`src/svg_pkg.sv`:
```
// svg_pkg: shared types and constants for the sparse vector gather block.
// Operation codes, sequencer states, memory port structs and beat layouts.
// No dependencies.
`timescale 1ns / 1ps

package svg_pkg;

    localparam int OFFSET_W    = 31;
    localparam int VALUE_W     = 64;
    localparam int COUNT31_W   = 31;
    localparam int RANK_W      = 10;
    localparam int IN_TDATA_W  = 128;
    localparam int OUT_TDATA_W = 136;

    typedef enum logic [1:0] {
        OP_CLEAR = 2'd0,
        OP_LOAD  = 2'd1,
        OP_START = 2'd2,
        OP_QUERY = 2'd3
    } op_t;

    typedef enum logic [2:0] {
        ST_IDLE,
        ST_FIRST,
        ST_LAST,
        ST_MID,
        ST_EMIT
    } state_t;

    typedef struct packed {
        logic                en;
        logic [OFFSET_W-1:0] offset;
        logic [VALUE_W-1:0]  value;
    } mem_wr_t;

    typedef struct packed {
        logic [OFFSET_W-1:0] offset;
        logic [VALUE_W-1:0]  value;
    } mem_rd_t;

    typedef struct packed {
        op_t                 op;
        logic [OFFSET_W-1:0] entry_offset;
        logic [VALUE_W-1:0]  entry_value;
        logic [OFFSET_W-1:0] query_offset;
    } in_beat_t;

    // Packed so that out_position lands in the lowest bits of tdata.
    typedef struct packed {
        logic [VALUE_W-1:0]   out_value;
        logic [RANK_W-1:0]    source_rank;
        logic [COUNT31_W-1:0] out_rank;
        logic [COUNT31_W-1:0] out_position;
    } out_beat_t;

endpackage

```
`src/svg_search.sv`:
```
// svg_search: item sequencer, counters, binary search and result register.
// Drives the store's ports; one item is handled at a time.
// Depends on svg_pkg.
`timescale 1ns / 1ps

module svg_search #(
    parameter int MAX_NONZERO = 1024
) (
    input  logic                           clk,
    input  logic                           rst_n,
    input  logic                           in_valid,
    output logic                           in_ready,
    input  svg_pkg::in_beat_t              in_beat,
    output logic                           out_valid,
    input  logic                           out_ready,
    output svg_pkg::out_beat_t             out_beat,
    output svg_pkg::mem_wr_t               wr,
    output logic [$clog2(MAX_NONZERO)-1:0] wr_addr,
    output logic                           rd_en,
    output logic [$clog2(MAX_NONZERO)-1:0] rd_addr,
    input  svg_pkg::mem_rd_t               rd
);

    localparam int AW = $clog2(MAX_NONZERO);
    localparam int CW = $clog2(MAX_NONZERO + 1);
    localparam int PW = svg_pkg::COUNT31_W;

    svg_pkg::state_t               state_reg, state_next;
    logic [CW-1:0]                 count_reg, count_next;
    logic [PW-1:0]                 qpos_reg, qpos_next;
    logic [PW-1:0]                 hits_reg, hits_next;
    logic [svg_pkg::OFFSET_W-1:0]  key_reg, key_next;
    logic [PW-1:0]                 pos_reg, pos_next;
    logic [AW-1:0]                 lo_reg, lo_next;
    logic [AW-1:0]                 hi_reg, hi_next;
    logic [AW-1:0]                 probe_reg, probe_next;
    logic                          out_valid_reg, out_valid_next;
    svg_pkg::out_beat_t            out_reg, out_next;
    logic [AW-1:0]                 mid;

    function automatic logic [AW-1:0] mid_of(input logic [AW-1:0] a, input logic [AW-1:0] b);
        logic [AW:0] s;
        s = {1'b0, a} + {1'b0, b};
        return s[AW:1];
    endfunction

    always_ff @(posedge clk or negedge rst_n)
    begin
        if (!rst_n)
        begin
            state_reg     <= svg_pkg::ST_IDLE;
            count_reg     <= '0;
            qpos_reg      <= '0;
            hits_reg      <= '0;
            out_valid_reg <= 1'b0;
        end
        else
        begin
            state_reg     <= state_next;
            count_reg     <= count_next;
            qpos_reg      <= qpos_next;
            hits_reg      <= hits_next;
            out_valid_reg <= out_valid_next;
        end
    end

    always_ff @(posedge clk)
    begin
        key_reg   <= key_next;
        pos_reg   <= pos_next;
        lo_reg    <= lo_next;
        hi_reg    <= hi_next;
        probe_reg <= probe_next;
        out_reg   <= out_next;
    end

    always_comb
    begin
        state_next     = state_reg;
        count_next     = count_reg;
        qpos_next      = qpos_reg;
        hits_next      = hits_reg;
        key_next       = key_reg;
        pos_next       = pos_reg;
        lo_next        = lo_reg;
        hi_next        = hi_reg;
        probe_next     = probe_reg;
        out_next       = out_reg;
        out_valid_next = out_valid_reg && !out_ready;
        mid            = mid_of(lo_reg, hi_reg);

        wr.en     = 1'b0;
        wr.offset = in_beat.entry_offset;
        wr.value  = in_beat.entry_value;
        wr_addr   = count_reg[AW-1:0];
        rd_en     = 1'b0;
        rd_addr   = probe_reg;
        in_ready  = (state_reg == svg_pkg::ST_IDLE);

        unique case (state_reg)
            svg_pkg::ST_IDLE:
            begin
                if (in_valid)
                begin
                    unique case (in_beat.op)
                        svg_pkg::OP_CLEAR:
                        begin
                            count_next = '0;
                        end
                        svg_pkg::OP_LOAD:
                        begin
                            if (count_reg < CW'(MAX_NONZERO))
                            begin
                                wr.en      = 1'b1;
                                count_next = count_reg + 1'b1;
                            end
                        end
                        svg_pkg::OP_START:
                        begin
                            qpos_next = '0;
                            hits_next = '0;
                        end
                        svg_pkg::OP_QUERY:
                        begin
                            key_next  = in_beat.query_offset;
                            pos_next  = qpos_reg;
                            qpos_next = qpos_reg + 1'b1;
                            // empty store: miss, no probe
                            if (count_reg != '0)
                            begin
                                rd_en      = 1'b1;
                                rd_addr    = '0;
                                probe_next = '0;
                                state_next = svg_pkg::ST_FIRST;
                            end
                        end
                    endcase
                end
            end
            svg_pkg::ST_FIRST:
            begin
                priority if (key_reg < rd.offset)
                begin
                    state_next = svg_pkg::ST_IDLE;
                end
                else if (key_reg == rd.offset)
                begin
                    state_next = svg_pkg::ST_EMIT;
                end
                else
                begin
                    lo_next    = '0;
                    hi_next    = AW'(count_reg - 1'b1);
                    rd_en      = 1'b1;
                    rd_addr    = hi_next;
                    probe_next = hi_next;
                    state_next = svg_pkg::ST_LAST;
                end
            end
            svg_pkg::ST_LAST:
            begin
                priority if (key_reg > rd.offset)
                begin
                    state_next = svg_pkg::ST_IDLE;
                end
                else if (key_reg == rd.offset)
                begin
                    state_next = svg_pkg::ST_EMIT;
                end
                else if (mid == lo_reg)
                begin
                    state_next = svg_pkg::ST_IDLE;
                end
                else
                begin
                    rd_en      = 1'b1;
                    rd_addr    = mid;
                    probe_next = mid;
                    state_next = svg_pkg::ST_MID;
                end
            end
            svg_pkg::ST_MID:
            begin
                if (key_reg == rd.offset)
                begin
                    state_next = svg_pkg::ST_EMIT;
                end
                else
                begin
                    // narrow the range, then issue the next probe in the same cycle
                    if (key_reg > rd.offset)
                    begin
                        lo_next = probe_reg;
                    end
                    else
                    begin
                        hi_next = probe_reg;
                    end
                    mid = mid_of(lo_next, hi_next);
                    if (mid == lo_next)
                    begin
                        state_next = svg_pkg::ST_IDLE;
                    end
                    else
                    begin
                        rd_en      = 1'b1;
                        rd_addr    = mid;
                        probe_next = mid;
                    end
                end
            end
            svg_pkg::ST_EMIT:
            begin
                // read data still holds the matched entry
                if (!out_valid_reg || out_ready)
                begin
                    out_next.out_position = pos_reg;
                    out_next.out_rank     = hits_reg;
                    out_next.source_rank  = svg_pkg::RANK_W'(probe_reg);
                    out_next.out_value    = rd.value;
                    out_valid_next        = 1'b1;
                    hits_next             = hits_reg + 1'b1;
                    state_next            = svg_pkg::ST_IDLE;
                end
            end
            default:
            begin
                state_next = svg_pkg::ST_IDLE;
            end
        endcase
    end

    assign out_valid = out_valid_reg;
    assign out_beat  = out_reg;

endmodule

```
`config.mk`:
```
export PLATFORM = sky130hd
export DESIGN_NAME = svg_search
export DESIGN_NICKNAME = d
export VERILOG_FILES = /design/src/svg_pkg.sv /design/src/svg_search.sv
export SDC_FILE = /design/constraint.sdc
export NUM_CORES = 1
export LEC_CHECK = 0
export BUFFER_PORTS_ARGS = -buffer_cell sky130_fd_sc_hd__buf_2
export CORE_MARGIN = 4
export CORE_UTILIZATION = 41
export DETAILED_ROUTE_END_ITERATION = 7
export GPL_TIMING_DRIVEN = 0
export PLACE_DENSITY = 0.64
export SYNTH_ARGS = -nofsm -noshare
export SYNTH_HDL_FRONTEND = slang
export SYNTH_SLANG_ARGS = --single-unit
```
`constraint.sdc`:
```
create_clock -name clk -period 16.8 [get_ports clk]
set_input_delay 2.52 -clock clk [delete_from_list [all_inputs] [get_ports clk]]
set_output_delay 2.52 -clock clk [all_outputs]
set_load 0.03 [all_outputs]
```
==> Flow_metrics.wiki, run 1 <==
{| class="wikitable"
! Metric !! Value
|-
| Status || finished clean
|-
| CP Cell Sequence || buf_2 -> inv_1 -> ha_1 -> nand4_2 -> or4_4 -> a211o_4 -> nand2_8 -> clkbuf_1 -> clkbuf_1 -> o21ai_0 -> ha_1 -> buf_1 -> inv_1 -> nor4_2 -> mux2_2 -> a211oi_2 -> o2111a_1 -> nand2_1 -> o311ai_1 -> buf_2
|-
| Total power consumption of the routed design || 2.55 mW
|-
| Antenna cells || 0
|-
| Largest area contributor in the synthesized netlist || sky130_fd_sc_hd__edfxtp_1
|-
| Internal power || 1.64 mW
|-
| Fraction of the cycle the final worst path needs || 0.675
|-
| Aggregate global-route resource usage || 0.190
|-
| CP required || 14.28 ns
|-
| Maximum number of pins on one net before global-route repair || 65
|-
| Number of buffers inserted by post-CTS setup repair || 0
|-
| Clock Latency Late Sink || 0.58 ns
|-
| Nets || 1996
|-
| Total nets after synthesis || 1574
|-
| I/O pin total || 482
|-
| Die Footprint || 0.0397 mm^2
|-
| CP Launch Type || input pin
|-
| Global-route track usage on met3 || 0.0346
|-
| Number of warnings issued by yosys || 0
|-
| Psw || 0.917 mW
|-
| Top cell type's share of synthesized area || 0.437
|-
| Sequential share of power || 0.360
|-
| Mean routed wirelength per cell || 18.2 um
|-
| Worst Hold Margin || 0.408 ns
|-
| Leading post-synthesis cells by cell area || sky130_fd_sc_hd__edfxtp_1 44%, sky130_fd_sc_hd__dfrtp_1 13%, sky130_fd_sc_hd__buf_4 5.3%
|-
| Placed standard-cell area || 0.0176 mm^2
|-
| Flip-flop count of the largest register after layout || 136
|-
| HPWL after detailed placement || 30700 um
|-
| Initial antenna violation count || 2
|-
| Final Setup Violations || 0
|-
| DIE HEIGHT || 199 um
|-
| Global routing usage on met2 || 0.327
|-
| Most Crowded Layer GR || met2
|-
| Fillcell total || 3161
|-
| Gate Count Post-Synth || 1296
|-
| Register bit count reported by yosys || 305
|-
| Horiz. Die Dim || 199 um
|-
| P_leak || 8.21 nW
|-
| Register-to-register setup slack || 10.35 ns
|-
| Share of final-layout standard cells stronger than drive strength 1 || 0.332
|-
| Combinational Power Share || 0.360
|-
| Number of hold buffers added after CTS || 0
|-
| Count of instances resized after the clock tree is built || 0
|-
| Initial Utilization || 0.418
|-
| MaxCap Viol Count || 0
|-
| Part of the total power dissipated in the clock network || 0.280
|-
| Worst min-delay path class || flop to flop
|-
| Switching power as a share of total power || 0.359
|-
| CTS tree || done
|-
| Cell area after synthesis || 0.0150 mm^2
|-
| Sequential Area || 0.00867 mm^2
|-
| Cts bufs inserted || 31
|-
| Clock root buffer || sky130_fd_sc_hd__clkbuf_16
|-
| Setup WS post-layout || 5.46 ns
|-
| Routed wire length || 40100 um
|-
| Placed cells || 2146
|-
| Arrival time at the worst endpoint || 8.82 ns
|-
| Count leader, synth || sky130_fd_sc_hd__edfxtp_1
|-
| Share of synthesized area occupied by flip-flops and latches || 0.579
|-
| Final cell count without fillers || 2204
|-
| Total count of hold-check failures in the final report || 0
|-
| Sum of overflow across all layers after global routing || 0
|-
| H-tree depth || 1
|-
| Vias in the first global route || 11300
|-
| Worst Path Buf+Inv || 7
|-
| Critical Path End Type || output port
|-
| Setup repair after global routing missed its margin || no
|-
| Largest fanout on the critical path || 10
|-
| Slowest cell delay on critical path || 0.60 ns
|-
| Residual DRC || 0
|-
| 1st-iter DRT viols || 661
|-
| Setup TNS || 0 ns
|-
| Highest Clock Rate || 88.2 MHz
|-
| Most instantiated flip-flop cell in the synthesis netlist || sky130_fd_sc_hd__edfxtp_1
|-
| Port Buffer Count || 385
|-
| Detail-routed via count per cell || 5.21
|-
| Family with the most delay on the worst path || buffers and inverters
|-
| Slowest cell on the critical path || sky130_fd_sc_hd__or4_4
|-
| Clock Skews || 0.0257 ns
|-
| Global-route wire length before repair || 60700 um
|-
| Sinks on the clock net || 305
|-
| Final Util || 0.521
|-
| Area growth from synthesis to layout || 24.6%
|-
| ANT nets after route || 0
|-
| Proportion of register bits with asynchronous set or reset after synthesis || 0.252
|-
| Min cycle time layout || 11.34 ns
|-
| List of most frequent post-synthesis cells || 218 x sky130_fd_sc_hd__edfxtp_1, 124 x sky130_fd_sc_hd__nor2_1, 105 x sky130_fd_sc_hd__buf_4
|-
| WS Path Type || input pin to output port
|-
| Worst-path clk slew || 0.06 ns
|-
| Slew of the pin with the lowest slew margin || 1.10 ns
|-
| Slew HR || 0.263
|-
| Power per cell area || 137 mW/mm^2
|-
| Placeable Area || 0.0358 mm^2
|-
| Worst vdd rail ir drop || 0.0835 mV
|-
| Post-Syn Area per Cell || 11.6 um^2
|-
| Met1 layer usage reported by global route || 0.247
|-
| Number of enable flip-flop cells after synthesis || 218
|-
| Pre-CTS setup slack || 5.58 ns
|-
| Yosys cell types || 83
|-
| Area of all placed cells without fillers || 0.0187 mm^2
|-
| First drt pass iteration count || 5
|-
| Via count of the routed design || 11500
|-
| Final Slew Violations || 0
|-
| Site row count || 69
|-
| Routability-driven placement congestion ratio || 0.956
|-
| Multi-input gate area in the final layout || 0.00516 mm^2
|-
| Longest Clk Path Bufs || 3
|}
## cell families after synthesis
group	synth area share
AND/OR/NAND/NOR	0.129
flip-flops	0.579
adder cells (fa/ha/maj)	0.0451
buffers and inverters	0.0780
XOR/XNOR	0.0554
multiplexers	0.00851
AO/OA/AOI/OAI	0.105
## cell type report
cell class / count / area share
Clock buffer: 45 / 0.0470
Clock inverter: 13 / 0.0101
Buffer: 139 / 0.0495
Multi-Input combinational cell: 787 / 0.276
Timing Repair Buffer: 389 / 0.109
Tap cell: 461 / 0.0309
Sequential cell: 305 / 0.465
Inverter: 65 / 0.0131
## per-layer routing
metal  part of all wire  vias to the layer above
met1               0.41                     5412
met2               0.48                      563
li1                   -                     5445
met3              0.088                       55
met5            0.00057                        -
met4              0.025                        4
## power groups by stage
stage | Clock [mW] | Sequential (mW) | Combinational, mW
final | 0.716 | 0.920 | 0.918
after global routing | 0.764 | 0.925 | 0.996
after CTS | 0.736 | 0.918 | 0.909
after detailed placement | 0 | 0.934 | 0.902
after global placement | 0 | 0.934 | 0.886
after floorplan | 0 | 0.915 | 0.671
## layout by cell type (no fill, tap or decap), drive strengths merged, types with 10 or more instances in the layout
cell and count:
buf 497, edfxtp 218, nor2 124, nand2 101, a21oi 80, dfrtp 77
clkbuf 76, inv 66, o21ai 58, ha 50, xor2 48, xnor2 37
nand3 30, nand4 28, or3 21, nor3 18, and3 18, a31oi 10
dfxtp 10, nor4 10
## worst paths after layout
check	cells past startpoint	to	startpoint
worst max-delay path	20	rd_addr[9]	rd[94]
worst min-delay path	0	out_beat[7]$_DFFE_PP_	pos_reg[7]$_DFFE_PP_
worst max register to register	18	probe_reg[1]$_DFF_P_	key_reg[30]$_DFFE_PP_
worst min register to register	0	out_beat[7]$_DFFE_PP_	pos_reg[7]$_DFFE_PP_
max in group asynchronous	2	count_reg[0]$_DFFE_PN0P_	rst_n
min in group asynchronous	1	qpos_reg[7]$_DFFE_PN0P_	rst_n
(Power assumes the default switching activity.)
==> run 2, diff against run 1 <==
Settings changed: PLACE_DENSITY 0.64 to 0.66.
Clock period 16.8 ns to 9.7 ns, I/O delays scaled along.
==> run 2 against run 1 <==
Design area rose by 0.39%. Via count increased by 0.46%. Register-to-register slack lost 7.2 ns. Hold slack improved by 0.0078 ns. Clock-buffer cell count shrank 1. Cell count grew 0.36%. Critical path type unchanged. Sequential share of layout area decreased by 0.18 points.
==> Flow_metrics.wiki, run 2 (synthesis results as in run 1) <==
{| class="wikitable"
! Metric !! Value
|-
| Status || finished clean
|-
| Destination of the critical timing path || rd_addr[9]
|-
| Internal power || 2.87 mW
|-
| Number of buffers inserted by post-CTS setup repair || 0
|-
| Clock root buffer || sky130_fd_sc_hd__clkbuf_16
|-
| Count of instances resized after the clock tree is built || 0
|-
| Sum of overflow across all layers after global routing || 0
|-
| Power per cell area || 240 mW/mm^2
|-
| Routability-driven placement congestion ratio || 0.913
|-
| MaxCap Viol Count || 0
|-
| First drt pass iteration count || 5
|-
| CP Launch Type || input pin
|-
| Largest fanout on the critical path || 10
|-
| Area growth from synthesis to layout || 25.0%
|-
| Fraction of the cycle the final worst path needs || 0.964
|-
| P_leak || 8.25 nW
|-
| Worst-path clk slew || 0.06 ns
|-
| Slew of the pin with the lowest slew margin || 0.971 ns
|-
| Clock Latency Late Sink || 0.52 ns
|-
| Vias in the first global route || 11500
|-
| Nets || 2000
|-
| Final Setup Violations || 0
|-
| Worst vdd rail ir drop || 0.120 mV
|-
| CTS tree || done
|-
| I/O pin total || 482
|-
| Die Footprint || 0.0397 mm^2
|-
| Clock Skews || 0.0245 ns
|-
| H-tree depth || 2
|-
| Site row count || 69
|-
| HPWL after detailed placement || 31600 um
|-
| Sequential share of power || 0.354
|-
| Min cycle time layout || 9.35 ns
|-
| Leading cell type in the layout, fill and taps excluded || sky130_fd_sc_hd__buf_2
|-
| Final cell count without fillers || 2212
|-
| Initial Utilization || 0.418
|-
| Total count of hold-check failures in the final report || 0
|-
| Arrival time at the worst endpoint || 7.89 ns
|-
| Multi-input gate area in the final layout || 0.00516 mm^2
|-
| Setup repair after global routing missed its margin || no
|-
| CP required || 8.25 ns
|-
| Slowest cell on the critical path || sky130_fd_sc_hd__or4_4
|-
| 1st-iter DRT viols || 645
|-
| Critical Path End Type || output port
|-
| Fillcell total || 3131
|-
| Highest Clock Rate || 107 MHz
|-
| FF-to-FF Start || key_reg[30]$_DFFE_PP_
|-
| Cts bufs inserted || 35
|-
| Worst min-delay path class || flop to flop
|-
| Via count of the routed design || 11500
|-
| Startpoint of the worst setup timing path || rd[94]
|-
| Placed cells || 2146
|-
| WS Path Type || input pin to output port
|-
| Switching power as a share of total power || 0.363
|-
| Horiz. Die Dim || 199 um
|-
| Final Slew Violations || 0
|-
| Detail-routed via count per cell || 5.21
|-
| Number of hold buffers added after CTS || 0
|-
| ANT nets after route || 0
|-
| Flip-flop count of the largest register after layout || 136
|-
| Top library cells by usage in the layout, fill and taps aside || 385 x sky130_fd_sc_hd__buf_2, 218 x sky130_fd_sc_hd__edfxtp_1, 124 x sky130_fd_sc_hd__nor2_1, 106 x sky130_fd_sc_hd__buf_4, 100 x sky130_fd_sc_hd__nand2_1
|-
| Mean routed wirelength per cell || 18.7 um
|-
| Slowest cell delay on critical path || 0.60 ns
|-
| Final Util || 0.523
|-
| CP Cell Sequence || buf_2 -> inv_1 -> ha_1 -> nand4_2 -> or4_4 -> a211o_4 -> nand2_8 -> clkbuf_1 -> clkbuf_1 -> o21ai_0 -> ha_1 -> buf_1 -> inv_1 -> nor4_2 -> mux2_2 -> a211oi_2 -> o2111a_1 -> nand2_1 -> o311ai_1 -> buf_2
|-
| Setup TNS || 0 ns
|-
| Initial antenna violation count || 2
|-
| DIE HEIGHT || 199 um
|-
| Hold Path Depth || 0
|-
| Routed wire length || 41300 um
|-
| Share of final-layout standard cells stronger than drive strength 1 || 0.331
|-
| Maximum number of pins on one net before global-route repair || 68
|-
| Psw || 1.63 mW
|-
| Worst reg-to-reg path cell count || 18
|-
| Combinational Power Share || 0.357
|-
| Slew HR || 0.351
|-
| Global-route wire length before repair || 62500 um
|-
| FF-to-FF End || probe_reg[2]$_DFF_P_
|-
| Longest Clk Path Bufs || 3
|-
| Register-to-register setup slack || 3.15 ns
|-
| Port Buffer Count || 385
|-
| Aggregate global-route resource usage || 0.198
|-
| Sequential Area || 0.00867 mm^2
|-
| Sinks on the clock net || 305
|-
| Part of the total power dissipated in the clock network || 0.289
|-
| Placeable Area || 0.0358 mm^2
|-
| Residual DRC || 0
|}
## run 2: changes by cell type in the layout (fill, tap and decap cells not counted), sizes merged
cell and delta:
bufinv -1, clkbuf -1, clkinv +6, clkinvlp -2, diode +3, inv +3
## run 2: through the flow
stage	total power, mW	hold slack [ns]	instance area [um^2]	setup slack (ns)
CTS	4.52	0.416	18700	0.446
detailed placement	3.20	0.405	17600	0.484
global placement	3.18	0.403	17500	0.476
floorplan	2.75	0.400	15000	1.66
global route	4.73	0.417	18700	0.00644
finish	4.50	0.416	18700	0.350
## run 2: worst min path at each step
stage | start | to
floorplan | pos_reg[0]$_DFFE_PP_ | out_beat[0]$_DFFE_PP_
global placement | pos_reg[18]$_DFFE_PP_ | out_beat[18]$_DFFE_PP_
global route | pos_reg[13]$_DFFE_PP_ | out_beat[13]$_DFFE_PP_
finish | pos_reg[13]$_DFFE_PP_ | out_beat[13]$_DFFE_PP_
detailed placement | pos_reg[12]$_DFFE_PP_ | out_beat[12]$_DFFE_PP_
CTS | pos_reg[13]$_DFFE_PP_ | out_beat[13]$_DFFE_PP_
## run 2: cell type report
cell class / count / share of cell area
Antenna cell: 3 / 0.000401
Buffer: 139 / 0.0493
Clock buffer: 44 / 0.0497
Clock inverter: 19 / 0.0107
Inverter: 65 / 0.0130
Multi-Input combinational cell: 787 / 0.275
Sequential cell: 305 / 0.463
Tap cell: 461 / 0.0308
Timing Repair Buffer: 389 / 0.108
## run 2: critical path: cells and delay by family
family                   cells  cell delay [ns]
adder cells (fa/ha/maj)      2             0.66
AND/OR/NAND/NOR              5             1.68
AO/OA/AOI/OAI                5             1.82
multiplexers                 1             0.42
buffers and inverters        7             1.85
## run 2: layer usage
layer / wire length [um] / GRT usage / vias up
li1: - / - / 5441
met1: 16900 / 0.258 / 5494
met2: 20100 / 0.340 / 540
met3: 3440 / 0.0391 / 57
met4: 917 / 0.0557 / 0
met5: 0 / 0 / -
## run 2: power groups by stage
| stage | registers (mW) | logic (mW) | clock network (mW) |
|---|---|---|---|
| 6_report | 1.59 | 1.61 | 1.30 |
| 5_1_grt | 1.60 | 1.74 | 1.39 |
| 4_1_cts | 1.59 | 1.59 | 1.34 |
| 3_5_place_dp | 1.62 | 1.58 | 0 |
| 3_3_place_gp | 1.62 | 1.56 | 0 |
| 2_1_floorplan | 1.58 | 1.16 | 0 |
